**src/hdl/block_bitmap_range_mark_macros.svh**
```systemverilog
// Assertion macros for the block bitmap range mark design.
`ifndef BLOCK_BITMAP_RANGE_MARK_MACROS_SVH
`define BLOCK_BITMAP_RANGE_MARK_MACROS_SVH
`ifndef NO_ASSERTIONS
`define BBRM_ASSERT_IMP(label, clk, rst, ante, cons) \
  label: assert property (@(posedge clk) disable iff (rst) (ante) |-> (cons)) \
    else $error("bbrm assertion failed");
`define BBRM_ASSERT_NXT(label, clk, rst, ante, cons) \
  label: assert property (@(posedge clk) disable iff (rst) (ante) |=> (cons)) \
    else $error("bbrm assertion failed");
`else
`define BBRM_ASSERT_IMP(label, clk, rst, ante, cons)
`define BBRM_ASSERT_NXT(label, clk, rst, ante, cons)
`endif
`endif

```
**src/hdl/bbrm_pkg.sv**
```systemverilog
// Shared constants, codes and types of the block bitmap range mark design.
package bbrm_pkg;

  localparam int WORD_BITS         = 64;
  localparam int WORD_LOG          = $clog2(WORD_BITS);
  localparam int NUM_WORDS_DEFAULT = 16;
  localparam int BLOCK_BYTES_DEF   = 1024;

  localparam int START_W  = 11;
  localparam int BYTE_W   = 21;
  localparam int WIDX_W   = 4;
  localparam int STATUS_W = 2;

  // Rounded-up byte count fits one more bit than the byte count.
  localparam int NW    = BYTE_W + 1;
  localparam int MUL_B_W = NW + 1;
  localparam int PROD_W  = NW + MUL_B_W;
  // Block positions: start plus count, one more bit.
  localparam int PW    = NW + 1;

  localparam logic [WORD_BITS-1:0] ALL_ONES = '1;

  localparam logic REQ_MARK = 1'b0;
  localparam logic REQ_READ = 1'b1;

  localparam logic [STATUS_W-1:0] ST_DONE = 2'd0;
  localparam logic [STATUS_W-1:0] ST_CLIP = 2'd1;
  localparam logic [STATUS_W-1:0] ST_ZERO = 2'd2;

  typedef struct packed {
    logic rd_en;
    logic wr_en;
  } ram_ctl_t;

  typedef struct packed {
    logic                 valid;
    logic [WORD_BITS-1:0] data;
    logic [STATUS_W-1:0]  status;
  } res_t;

endpackage

```
**src/hdl/bbrm_mul.sv**
```systemverilog
// Shared multiplier with a registered product, used for the block count division.
module bbrm_mul (
  input  logic                        clk,
  input  logic [bbrm_pkg::NW-1:0]     a,
  input  logic [bbrm_pkg::MUL_B_W-1:0] b,
  output logic [bbrm_pkg::PROD_W-1:0] prod
);

  always_ff @(posedge clk) begin
    prod <= bbrm_pkg::PROD_W'(a) * bbrm_pkg::PROD_W'(b);
  end

endmodule

```
**src/hdl/bbrm_ram.sv**
```systemverilog
// Bitmap word memory with one write port and one registered read port.
module bbrm_ram #(
  parameter int NUM_WORDS = bbrm_pkg::NUM_WORDS_DEFAULT,
  parameter int AW        = 4
) (
  input  logic                           clk,
  input  bbrm_pkg::ram_ctl_t             ctl,
  input  logic [AW-1:0]                  rd_addr,
  input  logic [AW-1:0]                  wr_addr,
  input  logic [bbrm_pkg::WORD_BITS-1:0] wr_data,
  output logic [bbrm_pkg::WORD_BITS-1:0] rd_data
);

  logic [bbrm_pkg::WORD_BITS-1:0] mem [NUM_WORDS];

  always_ff @(posedge clk) begin
    if (ctl.wr_en) begin
      mem[wr_addr] <= wr_data;
    end
    if (ctl.rd_en) begin
      rd_data <= mem[rd_addr];
    end
  end

endmodule

```
**src/hdl/bbrm_ctrl.sv**
```systemverilog
// Request sequencer: block count division, range clipping and word-by-word update.
module bbrm_ctrl #(
  parameter int NUM_WORDS   = bbrm_pkg::NUM_WORDS_DEFAULT,
  parameter int BLOCK_BYTES = bbrm_pkg::BLOCK_BYTES_DEF,
  parameter int AW          = 4
) (
  input  logic                            clk,
  input  logic                            rst,
  input  logic                            start,
  input  logic                            req_type,
  input  logic [bbrm_pkg::START_W-1:0]    start_block,
  input  logic [bbrm_pkg::BYTE_W-1:0]     byte_count,
  input  logic                            mark_value,
  input  logic [bbrm_pkg::WIDX_W-1:0]     word_index,
  input  logic                            res_ready,
  output logic                            idle,
  output bbrm_pkg::res_t                  res,
  output bbrm_pkg::ram_ctl_t              ram_ctl,
  output logic [AW-1:0]                   rd_addr,
  output logic [AW-1:0]                   wr_addr,
  output logic [bbrm_pkg::WORD_BITS-1:0]  wr_data,
  input  logic [bbrm_pkg::WORD_BITS-1:0]  rd_data,
  output logic [bbrm_pkg::NW-1:0]         mul_a,
  output logic [bbrm_pkg::MUL_B_W-1:0]    mul_b,
  input  logic [bbrm_pkg::PROD_W-1:0]     prod
);

  localparam int NW = bbrm_pkg::NW;
  localparam int PW = bbrm_pkg::PW;
  localparam int WB = bbrm_pkg::WORD_BITS;
  localparam int WL = bbrm_pkg::WORD_LOG;

  localparam logic [bbrm_pkg::MUL_B_W-1:0] RECIP =
    bbrm_pkg::MUL_B_W'((64'd1 << NW) / BLOCK_BYTES);
  localparam logic [bbrm_pkg::MUL_B_W-1:0] BLOCK_B = bbrm_pkg::MUL_B_W'(BLOCK_BYTES);
  localparam logic [NW-1:0] BLOCK_N   = NW'(BLOCK_BYTES);
  localparam logic [NW-1:0] ROUND_ADD = NW'(BLOCK_BYTES - 1);
  localparam logic [PW-1:0] TOTAL     = PW'(NUM_WORDS * WB);
  localparam logic [AW-1:0] LAST_ADDR = AW'(NUM_WORDS - 1);

  typedef enum logic [10:0] {
    S_CLEAR = 11'b00000000001,
    S_IDLE  = 11'b00000000010,
    S_RD    = 11'b00000000100,
    S_RDCAP = 11'b00000001000,
    S_DIV1  = 11'b00000010000,
    S_DIV2  = 11'b00000100000,
    S_DIV3  = 11'b00001000000,
    S_RANGE = 11'b00010000000,
    S_SPAN  = 11'b00100000000,
    S_WORD  = 11'b01000000000,
    S_DONE  = 11'b10000000000
  } state_t;

  state_t state;

  logic [bbrm_pkg::START_W-1:0]      first;
  logic                              mark;
  logic [bbrm_pkg::WIDX_W-1:0]       widx;
  logic [NW-1:0]                     nbytes;
  logic [NW-1:0]                     qest;
  logic [NW-1:0]                     count;
  logic [PW-1:0]                     end_pos;
  logic [bbrm_pkg::STATUS_W-1:0]     status;
  logic [WB-1:0]                     res_data;
  logic                              rd_hit;
  logic [AW-1:0]                     first_word;
  logic [AW-1:0]                     last_word;
  logic [WL-1:0]                     lo_off;
  logic [WL:0]                       hi_off;
  logic [AW-1:0]                     rd_ptr;
  logic                              issuing;
  logic                              pend_valid;
  logic [AW-1:0]                     pend_addr;

  logic [NW-1:0]  rem;
  logic [PW-1:0]  end_raw;
  logic [PW-1:0]  last_pos;
  logic           widx_hit;
  logic [WL-1:0]  m_lo;
  logic [WL:0]    m_hi;
  logic [WB-1:0]  mask;

  assign rem      = nbytes - prod[NW-1:0];
  assign end_raw  = PW'(first) + PW'(count);
  assign last_pos = end_pos - PW'(1);
  assign widx_hit = (32'(widx) < NUM_WORDS);

  // Mask of the covered bits within the word being written back.
  assign m_lo = (pend_addr == first_word) ? lo_off : '0;
  assign m_hi = (pend_addr == last_word) ? hi_off : (WL+1)'(WB);
  assign mask = (bbrm_pkg::ALL_ONES << m_lo) & ~(bbrm_pkg::ALL_ONES << m_hi);

  always_comb begin
    idle       = (state == S_IDLE);
    res.valid  = (state == S_DONE);
    res.data   = res_data;
    res.status = status;

    mul_a = (state == S_DIV1) ? nbytes : prod[NW +: NW];
    mul_b = (state == S_DIV1) ? RECIP : BLOCK_B;

    ram_ctl.rd_en = ((state == S_RD) && widx_hit) || ((state == S_WORD) && issuing);
    ram_ctl.wr_en = (state == S_CLEAR) || ((state == S_WORD) && pend_valid);
    rd_addr = (state == S_RD) ? AW'(widx) : rd_ptr;
    wr_addr = (state == S_CLEAR) ? rd_ptr : pend_addr;
    if (state == S_CLEAR) begin
      wr_data = bbrm_pkg::ALL_ONES;
    end else if (mark) begin
      wr_data = rd_data | mask;
    end else begin
      wr_data = rd_data & ~mask;
    end
  end

  always_ff @(posedge clk) begin
    if (rst) begin
      state      <= S_CLEAR;
      rd_ptr     <= '0;
      issuing    <= 1'b0;
      pend_valid <= 1'b0;
    end else begin
      pend_valid <= (state == S_WORD) && issuing;
      unique case (state)
        S_CLEAR: begin
          if (rd_ptr == LAST_ADDR) begin
            rd_ptr <= '0;
            state  <= S_IDLE;
          end else begin
            rd_ptr <= rd_ptr + AW'(1);
          end
        end
        S_IDLE: begin
          if (start) begin
            if (req_type == bbrm_pkg::REQ_READ) begin
              state <= S_RD;
            end else if (start_block == '0) begin
              state <= S_DONE;
            end else begin
              state <= S_DIV1;
            end
          end
        end
        S_RD:    state <= S_RDCAP;
        S_RDCAP: state <= S_DONE;
        S_DIV1:  state <= S_DIV2;
        S_DIV2:  state <= S_DIV3;
        S_DIV3:  state <= S_RANGE;
        S_RANGE: state <= S_SPAN;
        S_SPAN: begin
          rd_ptr  <= AW'(first >> WL);
          issuing <= (PW'(first) < end_pos);
          state   <= (PW'(first) < end_pos) ? S_WORD : S_DONE;
        end
        S_WORD: begin
          // Reads run one word ahead of the write-back of the previous word.
          if (issuing) begin
            if (rd_ptr == last_word) begin
              issuing <= 1'b0;
            end else begin
              rd_ptr <= rd_ptr + AW'(1);
            end
          end
          if (!issuing && !pend_valid) begin
            state <= S_DONE;
          end
        end
        S_DONE: begin
          if (res_ready) begin
            state <= S_IDLE;
          end
        end
        default: state <= S_IDLE;
      endcase
    end
  end

  always_ff @(posedge clk) begin
    pend_addr <= rd_ptr;
    unique case (state)
      S_IDLE: begin
        first    <= start_block - bbrm_pkg::START_W'(1);
        mark     <= mark_value;
        widx     <= word_index;
        nbytes   <= NW'(byte_count) + ROUND_ADD;
        res_data <= '0;
        status   <= (req_type == bbrm_pkg::REQ_MARK && start_block == '0) ?
                    bbrm_pkg::ST_ZERO : bbrm_pkg::ST_DONE;
      end
      S_RD: rd_hit <= widx_hit;
      S_RDCAP: res_data <= rd_hit ? rd_data : '0;
      S_DIV2: qest <= prod[NW +: NW];
      S_DIV3: count <= qest + NW'(rem >= BLOCK_N);
      S_RANGE: begin
        if (end_raw > TOTAL) begin
          status  <= bbrm_pkg::ST_CLIP;
          end_pos <= TOTAL;
        end else begin
          end_pos <= end_raw;
        end
      end
      S_SPAN: begin
        first_word <= AW'(first >> WL);
        last_word  <= AW'(last_pos >> WL);
        lo_off     <= first[WL-1:0];
        hi_off     <= (WL+1)'(last_pos[WL-1:0]) + (WL+1)'(1);
      end
      default: begin
      end
    endcase
  end

endmodule

```
**src/hdl/block_bitmap_range_mark.sv**
```systemverilog
// Top level of the block bitmap range mark: handshake, result register and checks.
//
// A bitmap of NUM_WORDS 64-bit words keeps one bit per block; every bit reads as one
// after reset. After reset a clearing pass writes all ones into the word memory, one
// word per cycle, with in_ready low until it ends. A mark request (req_type
// 0) rounds byte_count up to whole blocks of BLOCK_BYTES and writes mark_value into
// that many blocks from the 1-based start_block; blocks past the end are dropped with
// status 1, and start block zero is rejected with status 2. A read request (req_type
// 1) returns one word, or zero for a word_index past the end. One request is worked
// on at a time. A read passes through S_RD and S_RDCAP to S_DONE. A mark runs
// through S_DIV1, S_DIV2, S_DIV3, S_RANGE and S_SPAN, then updates each bitmap word
// it covers in S_WORD, skipped when it covers no block; the division uses one shared
// multiplier twice, and the words are updated through the single read and write port
// of the memory, one word per cycle. A rejected start block goes from S_IDLE straight
// to S_DONE. The result register lets the next request be taken while a result waits.
`include "block_bitmap_range_mark_macros.svh"

module block_bitmap_range_mark #(
  parameter int NUM_WORDS   = bbrm_pkg::NUM_WORDS_DEFAULT,
  parameter int BLOCK_BYTES = bbrm_pkg::BLOCK_BYTES_DEF
) (
  input  logic                            clk,
  input  logic                            rst,
  input  logic                            in_valid,
  output logic                            in_ready,
  input  logic                            req_type,
  input  logic [bbrm_pkg::START_W-1:0]    start_block,
  input  logic [bbrm_pkg::BYTE_W-1:0]     byte_count,
  input  logic                            mark_value,
  input  logic [bbrm_pkg::WIDX_W-1:0]     word_index,
  output logic                            out_valid,
  input  logic                            out_ready,
  output logic [bbrm_pkg::WORD_BITS-1:0]  word_data,
  output logic [bbrm_pkg::STATUS_W-1:0]   status
);

  localparam int AW = (NUM_WORDS > 1) ? $clog2(NUM_WORDS) : 1;

  bbrm_pkg::res_t                  res;
  bbrm_pkg::ram_ctl_t              ram_ctl;
  logic [AW-1:0]                   rd_addr;
  logic [AW-1:0]                   wr_addr;
  logic [bbrm_pkg::WORD_BITS-1:0]  wr_data;
  logic [bbrm_pkg::WORD_BITS-1:0]  rd_data;
  logic [bbrm_pkg::NW-1:0]         mul_a;
  logic [bbrm_pkg::MUL_B_W-1:0]    mul_b;
  logic [bbrm_pkg::PROD_W-1:0]     prod;
  logic                            idle;
  logic                            res_ready;
  logic                            start;

  assign start     = in_valid && in_ready;
  assign in_ready  = idle;
  assign res_ready = !out_valid || out_ready;

  bbrm_mul u_mul (
    .clk  (clk),
    .a    (mul_a),
    .b    (mul_b),
    .prod (prod)
  );

  bbrm_ram #(
    .NUM_WORDS (NUM_WORDS),
    .AW        (AW)
  ) u_ram (
    .clk     (clk),
    .ctl     (ram_ctl),
    .rd_addr (rd_addr),
    .wr_addr (wr_addr),
    .wr_data (wr_data),
    .rd_data (rd_data)
  );

  bbrm_ctrl #(
    .NUM_WORDS   (NUM_WORDS),
    .BLOCK_BYTES (BLOCK_BYTES),
    .AW          (AW)
  ) u_ctrl (
    .clk         (clk),
    .rst         (rst),
    .start       (start),
    .req_type    (req_type),
    .start_block (start_block),
    .byte_count  (byte_count),
    .mark_value  (mark_value),
    .word_index  (word_index),
    .res_ready   (res_ready),
    .idle        (idle),
    .res         (res),
    .ram_ctl     (ram_ctl),
    .rd_addr     (rd_addr),
    .wr_addr     (wr_addr),
    .wr_data     (wr_data),
    .rd_data     (rd_data),
    .mul_a       (mul_a),
    .mul_b       (mul_b),
    .prod        (prod)
  );

  // Result register: loaded when the sequencer finishes and the slot is free.
  always_ff @(posedge clk) begin
    if (rst) begin
      out_valid <= 1'b0;
    end else if (res.valid && res_ready) begin
      out_valid <= 1'b1;
    end else if (out_ready) begin
      out_valid <= 1'b0;
    end
  end

  always_ff @(posedge clk) begin
    if (res.valid && res_ready) begin
      word_data <= res.data;
      status    <= res.status;
    end
  end

  `BBRM_ASSERT_NXT(a_busy_after_transfer, clk, rst, in_valid && in_ready, !in_ready)
  `BBRM_ASSERT_IMP(a_status_code, clk, rst, out_valid,
    status == bbrm_pkg::ST_DONE || status == bbrm_pkg::ST_CLIP ||
    status == bbrm_pkg::ST_ZERO)
  `BBRM_ASSERT_IMP(a_mark_data_zero, clk, rst,
    out_valid && status != bbrm_pkg::ST_DONE, word_data == '0)

endmodule

```
**config.mk**
```make
export PLATFORM = sky130hd
export DESIGN_NAME = block_bitmap_range_mark
export DESIGN_NICKNAME = d
export VERILOG_FILES = /design/src/hdl/bbrm_pkg.sv /design/src/hdl/bbrm_mul.sv /design/src/hdl/bbrm_ram.sv /design/src/hdl/bbrm_ctrl.sv /design/src/hdl/block_bitmap_range_mark.sv
export VERILOG_INCLUDE_DIRS = /design/src /design/src/hdl
export SDC_FILE = /design/constraint.sdc
export NUM_CORES = 2
export LEC_CHECK = 0
export BUFFER_PORTS_ARGS = -buffer_cell sky130_fd_sc_hd__buf_2
export CORE_ASPECT_RATIO = 0.5
export CORE_UTILIZATION = 54
export CTS_BUF_LIST = sky130_fd_sc_hd__clkbuf_8
export DETAILED_ROUTE_END_ITERATION = 12
export PLACE_DENSITY = 0.7
export SETUP_SLACK_MARGIN = 0.02
export SYNTH_ARGS = -nofsm -noshare
export SYNTH_HDL_FRONTEND = slang
export SYNTH_SLANG_ARGS = --single-unit
```
**constraint.sdc**
```tcl
create_clock -name clk -period 6.4 [get_ports clk]
set_input_delay 0.96 -clock clk [delete_from_list [all_inputs] [get_ports clk]]
set_output_delay 0.96 -clock clk [all_outputs]
set_load 0.1 [all_outputs]
```
==> impl.org <==
** Run status
- Run status :: finished clean

** CTS
- At the later pin of the worst-skew pair, clock insertion delay measures 0.91 ns.
- The number of clock buffers added by TritonCTS is 182.
- Once the clock tree was built, the resizer swapped 0 gates to a different size.
- Post-CTS setup-driven buffer insertion count :: 0
- The clock passes through at most 3 buffers.
- TritonCTS built the clock tree.
- After clock tree synthesis, the flow added hold-fix buffers numbering 0.
- Clock tree sinks :: 1,368
- Master cell of the clock root buffer :: sky130_fd_sc_hd__clkbuf_8
- Clock-pin slew was measured on the worst setup and hold paths at 0.07 ns.
- The H-tree generated during clock tree synthesis spans 4 levels.

** Timing
- Between clock sinks in the finished design, the worst skew comes to 0.0457 ns.
- Setup repair after global routing left no endpoint under its margin.
- Setup violations remaining at the end of the flow were counted as 0.
- Worst hold slack after final layout :: 0.236 ns
- Count of final hold-check violations :: 0
- The worst pin sits at a relative slew slack of 10.7%.
- Timing would allow up to 0.191 GHz.
- Final clock period utilization by the worst path :: 81.6%
- Tmin final :: 5.22 ns
- Final WS setup :: 1.18 ns
- Transition time at the pin with the least slew margin :: 1.33 ns
- The number of pins with negative max-slew slack in the final report is 0.
- Final sum of negative setup slack :: 0 ns

** Drt
- Initial DRT Pass Iterations :: 6
- The routed layout has 36,900 vias.
- Count of unresolved DRC violations after routing :: 0
- Number of routed nets with antenna violations :: 0
- After detailed routing, the number of vias per cell comes to 6.17.
- For this block, the initial DRC count from the detailed router was 4,696.
- Summed over all layers, the routed wires come to 152 mm.
- Routed WL per cell :: 25.5 µm

** Hold path
- The worst hold path belongs to the class in -> reg.
- Number of cells on the worst hold path :: 1

** Final layout
- Fillers :: 8,006
- Cells fill 60.3% of the core in the end.
- In the final layout, the multi-input gates occupy 15,400 µm².
- Area added between synthesis and finish :: 9.60%
- Summing all flip-flop and latch instances after layout gives 40,600 µm².
- Cells with a size suffix above 1 make up 10.3% of the layout.
- After the last flow step, the layout net total stands at 4,603.

** Critical path
- Critical path buffers and inverters :: 1
- STA classifies the critical path startpoint as a register.
- The worst register-to-register path has a depth of 17.
- Critical Path Fanout Max :: 29
- The critical path runs through a total of 17 cells.
- The slowest stage of the critical path belongs to the cell sky130_fd_sc_hd__nor4_1.
- The most numerous cell type found on the critical path is sky130_fd_sc_hd__ha_1.
- The worst setup path is of the reg -> reg kind.
- Family of cells with the greatest summed delay on the critical path :: adder cells
- Kind of end point of the critical path :: register
- Walking the worst path, the cells encountered are nor4_1 > nand2_1 > nor4_2 > buf_4 > mux2_2 > ha_1 > ha_1 > ha_1 > ha_1 > ha_1 > nor2b_1 > o21a_1 > o21ai_0 > a211o_1 > a21bo_2 > a211oi_1 > o311ai_0.
- STA puts the critical path data arrival time at 6.01 ns.
- Max stage delay on crit path :: 0.60 ns
- At the worst endpoint, the required time is 7.19 ns.

** Die
- The die is 462 µm wide.
- Measured along the y axis, the die boundary spans 232 µm.
- Number of ports placed on the die boundary :: 110
- The floorplan step defined a die boundary enclosing 107,000 µm².
- Starting Density :: 55.0%
- The core region is 104,000 µm².
- After floorplanning, the core was divided into 83 placement rows.

** Yosys
- Synthesized area per cell :: 13.3 µm²
- Counting flops with a built-in enable in the synthesized netlist gives 1,321.
- After synthesis, the share of flip-flops with an asynchronous set or reset is 0%.
- The synthesized netlist contains 74 unique library cells.
- Summing the sequential cell areas from Yosys gives 71.2% of the chip area.
- Yosys printed 0 warnings.
- The mapped netlist covers 57,000 µm².
- Synthesis inferred 1,368 register bits.
- Synthesized instance count :: 4,286
- The most used flip-flop cell after synthesis is sky130_fd_sc_hd__edfxtp_1.

** Global routing
- First-pass GRT wire length :: 224 mm
- Antenna violations before repair :: 4
- In the global route stage, overall resource usage came out at 28.5%.
- Largest net degree at the start of global routing :: 226
- The number of global-route vias before repair came to 35,500.
- After global routing the overflow that remains totals 0.

** Place
- Number of port buffers :: 109
- Routability cong. :: 0.935
- After legalization and detailed placement, the total HPWL measured 85.4 mm.
- Worst setup slack before clock tree synthesis :: 1.24 ns

** Power
- The worst-case IR drop observed on VDD is 0.000206 V.
- In this run the power density over the cells is 323 nW/µm².
- Total power for the finished layout comes to 20.2 mW.
- Summed over all cells, the static leakage comes to 21.4 nW.

** Run
- Maximum Capacitance Violations :: 0
sequential cells by signal, summed over array words and instances (netlist names):
signal and flops:
u_ctrl.qest 13, u_ctrl.widx 4, u_ctrl.hi_off 7, u_ctrl.status 2
u_ram.mem 1024, u_ctrl.lo_off 6, u_ram.rd_data 64, u_ctrl.nbytes 22
u_ctrl.rd_ptr 4, u_ctrl.count 14, u_ctrl.mark 1, u_ctrl.res_data 64
status 2, u_ctrl.state 11, u_ctrl.issuing 1, out_valid 1
u_ctrl.pend_addr 4, u_ctrl.first_word 4, u_ctrl.first 11, word_data 64
u_ctrl.end_pos 15, u_mul.prod 25, u_ctrl.last_word 4, u_ctrl.pend_valid 1
report_power, final:
part	leakage (nW)	switching [mW]	internal (mW)	total [mW]
combinational	7.41	2.52	0.932	3.46
sequential	12.1	0.118	10.6	10.7
clock	1.92	3.26	2.80	6.06
layer usage:
layer  up-vias  track usage, %  routed length (µm)
li1      16400               -                   -
met1     18200            41.5               64100
met2      2049            43.3               68600
met3       258            5.12               15400
met4         0            10.0                4270
met5         -               0                   0
cell families (layout without fill, tap and decap cells):
group / after synthesis / count (layout) / synth area share [%]
simple gates: 1488 / 1488 / 11.6
other cells: 1 / 22 / 0.00657
mux: 73 / 73 / 1.36
compound gates: 835 / 835 / 9.22
xor+xnor: 91 / 91 / 1.40
fa+ha+maj: 127 / 127 / 2.81
buf+inv: 303 / 575 / 2.43
flops: 1368 / 1368 / 71.2
cells in the final DEF (no fill, tap or decap), types with 85 or more instances in the layout:
master and count:
sky130_fd_sc_hd__a22oi_1 193, sky130_fd_sc_hd__inv_1 121, sky130_fd_sc_hd__ha_1 125, sky130_fd_sc_hd__nand2_1 825
sky130_fd_sc_hd__o21ai_0 108, sky130_fd_sc_hd__and2_1 85, sky130_fd_sc_hd__clkbuf_8 186, sky130_fd_sc_hd__edfxtp_1 1321
sky130_fd_sc_hd__nand3_1 206, sky130_fd_sc_hd__a21oi_1 314, sky130_fd_sc_hd__nor2_1 119, sky130_fd_sc_hd__buf_2 109
worst paths after layout:
path | startpoint | endpoint | slack (ns)
max | u_ctrl.state[1] | u_mul.prod[33] | 1.18
min | word_index[3] | u_ctrl.widx[3] | 0.24
max reg2reg | u_ctrl.state[1] | u_mul.prod[33] | 1.18
min reg2reg | u_ctrl.res_data[25] | word_data[25] | 0.40
per-stage QoR:
stage               cell area, µm²  std cells
floorplan                    57100       4305
global placement             59300       5652
detailed placement           59300       5652
CTS                          62500       5979
global route                 62500       5981
finish                       62500       5981
cell type report:
class                           count  area share [%]
Antenna cell                        2         0.00800
Clock buffer                      186            4.09
Clock inverter                    141            1.11
Inverter                           53           0.318
Multi-Input combinational cell   2634            24.6
Sequential cell                  1368            64.9
Tap cell                         1402            2.81
Timing Repair Buffer              195            2.15
Yosys cell counts, types with 17 or more instances:
library cell                   n  share of area [%]
sky130_fd_sc_hd__clkbuf_1    116               0.76
sky130_fd_sc_hd__dfxtp_1      47                1.6
sky130_fd_sc_hd__buf_2       110               0.97
sky130_fd_sc_hd__edfxtp_1   1321                 70
sky130_fd_sc_hd__o2111ai_1    49               0.75
sky130_fd_sc_hd__mux2i_1      59                1.0
sky130_fd_sc_hd__and2_1       85               0.93
sky130_fd_sc_hd__nand2_1     826                5.4
sky130_fd_sc_hd__inv_1        53               0.35
sky130_fd_sc_hd__nand3_1     206                1.8
sky130_fd_sc_hd__nor3_1       83               0.73
sky130_fd_sc_hd__a21oi_1     314                2.8
sky130_fd_sc_hd__nand4_1      43               0.47
sky130_fd_sc_hd__nor2_1      140               0.92
sky130_fd_sc_hd__xnor2_1      64               0.98
sky130_fd_sc_hd__o21ai_0     110               0.97
sky130_fd_sc_hd__nor2b_1      17               0.19
sky130_fd_sc_hd__xor2_1       27               0.41
sky130_fd_sc_hd__o211ai_1     18               0.24
sky130_fd_sc_hd__and3_1       17               0.19
sky130_fd_sc_hd__a31oi_1      58               0.64
sky130_fd_sc_hd__ha_1        125                2.7
sky130_fd_sc_hd__a22oi_1     193                2.5
Power figures use the tool's default switching activity.
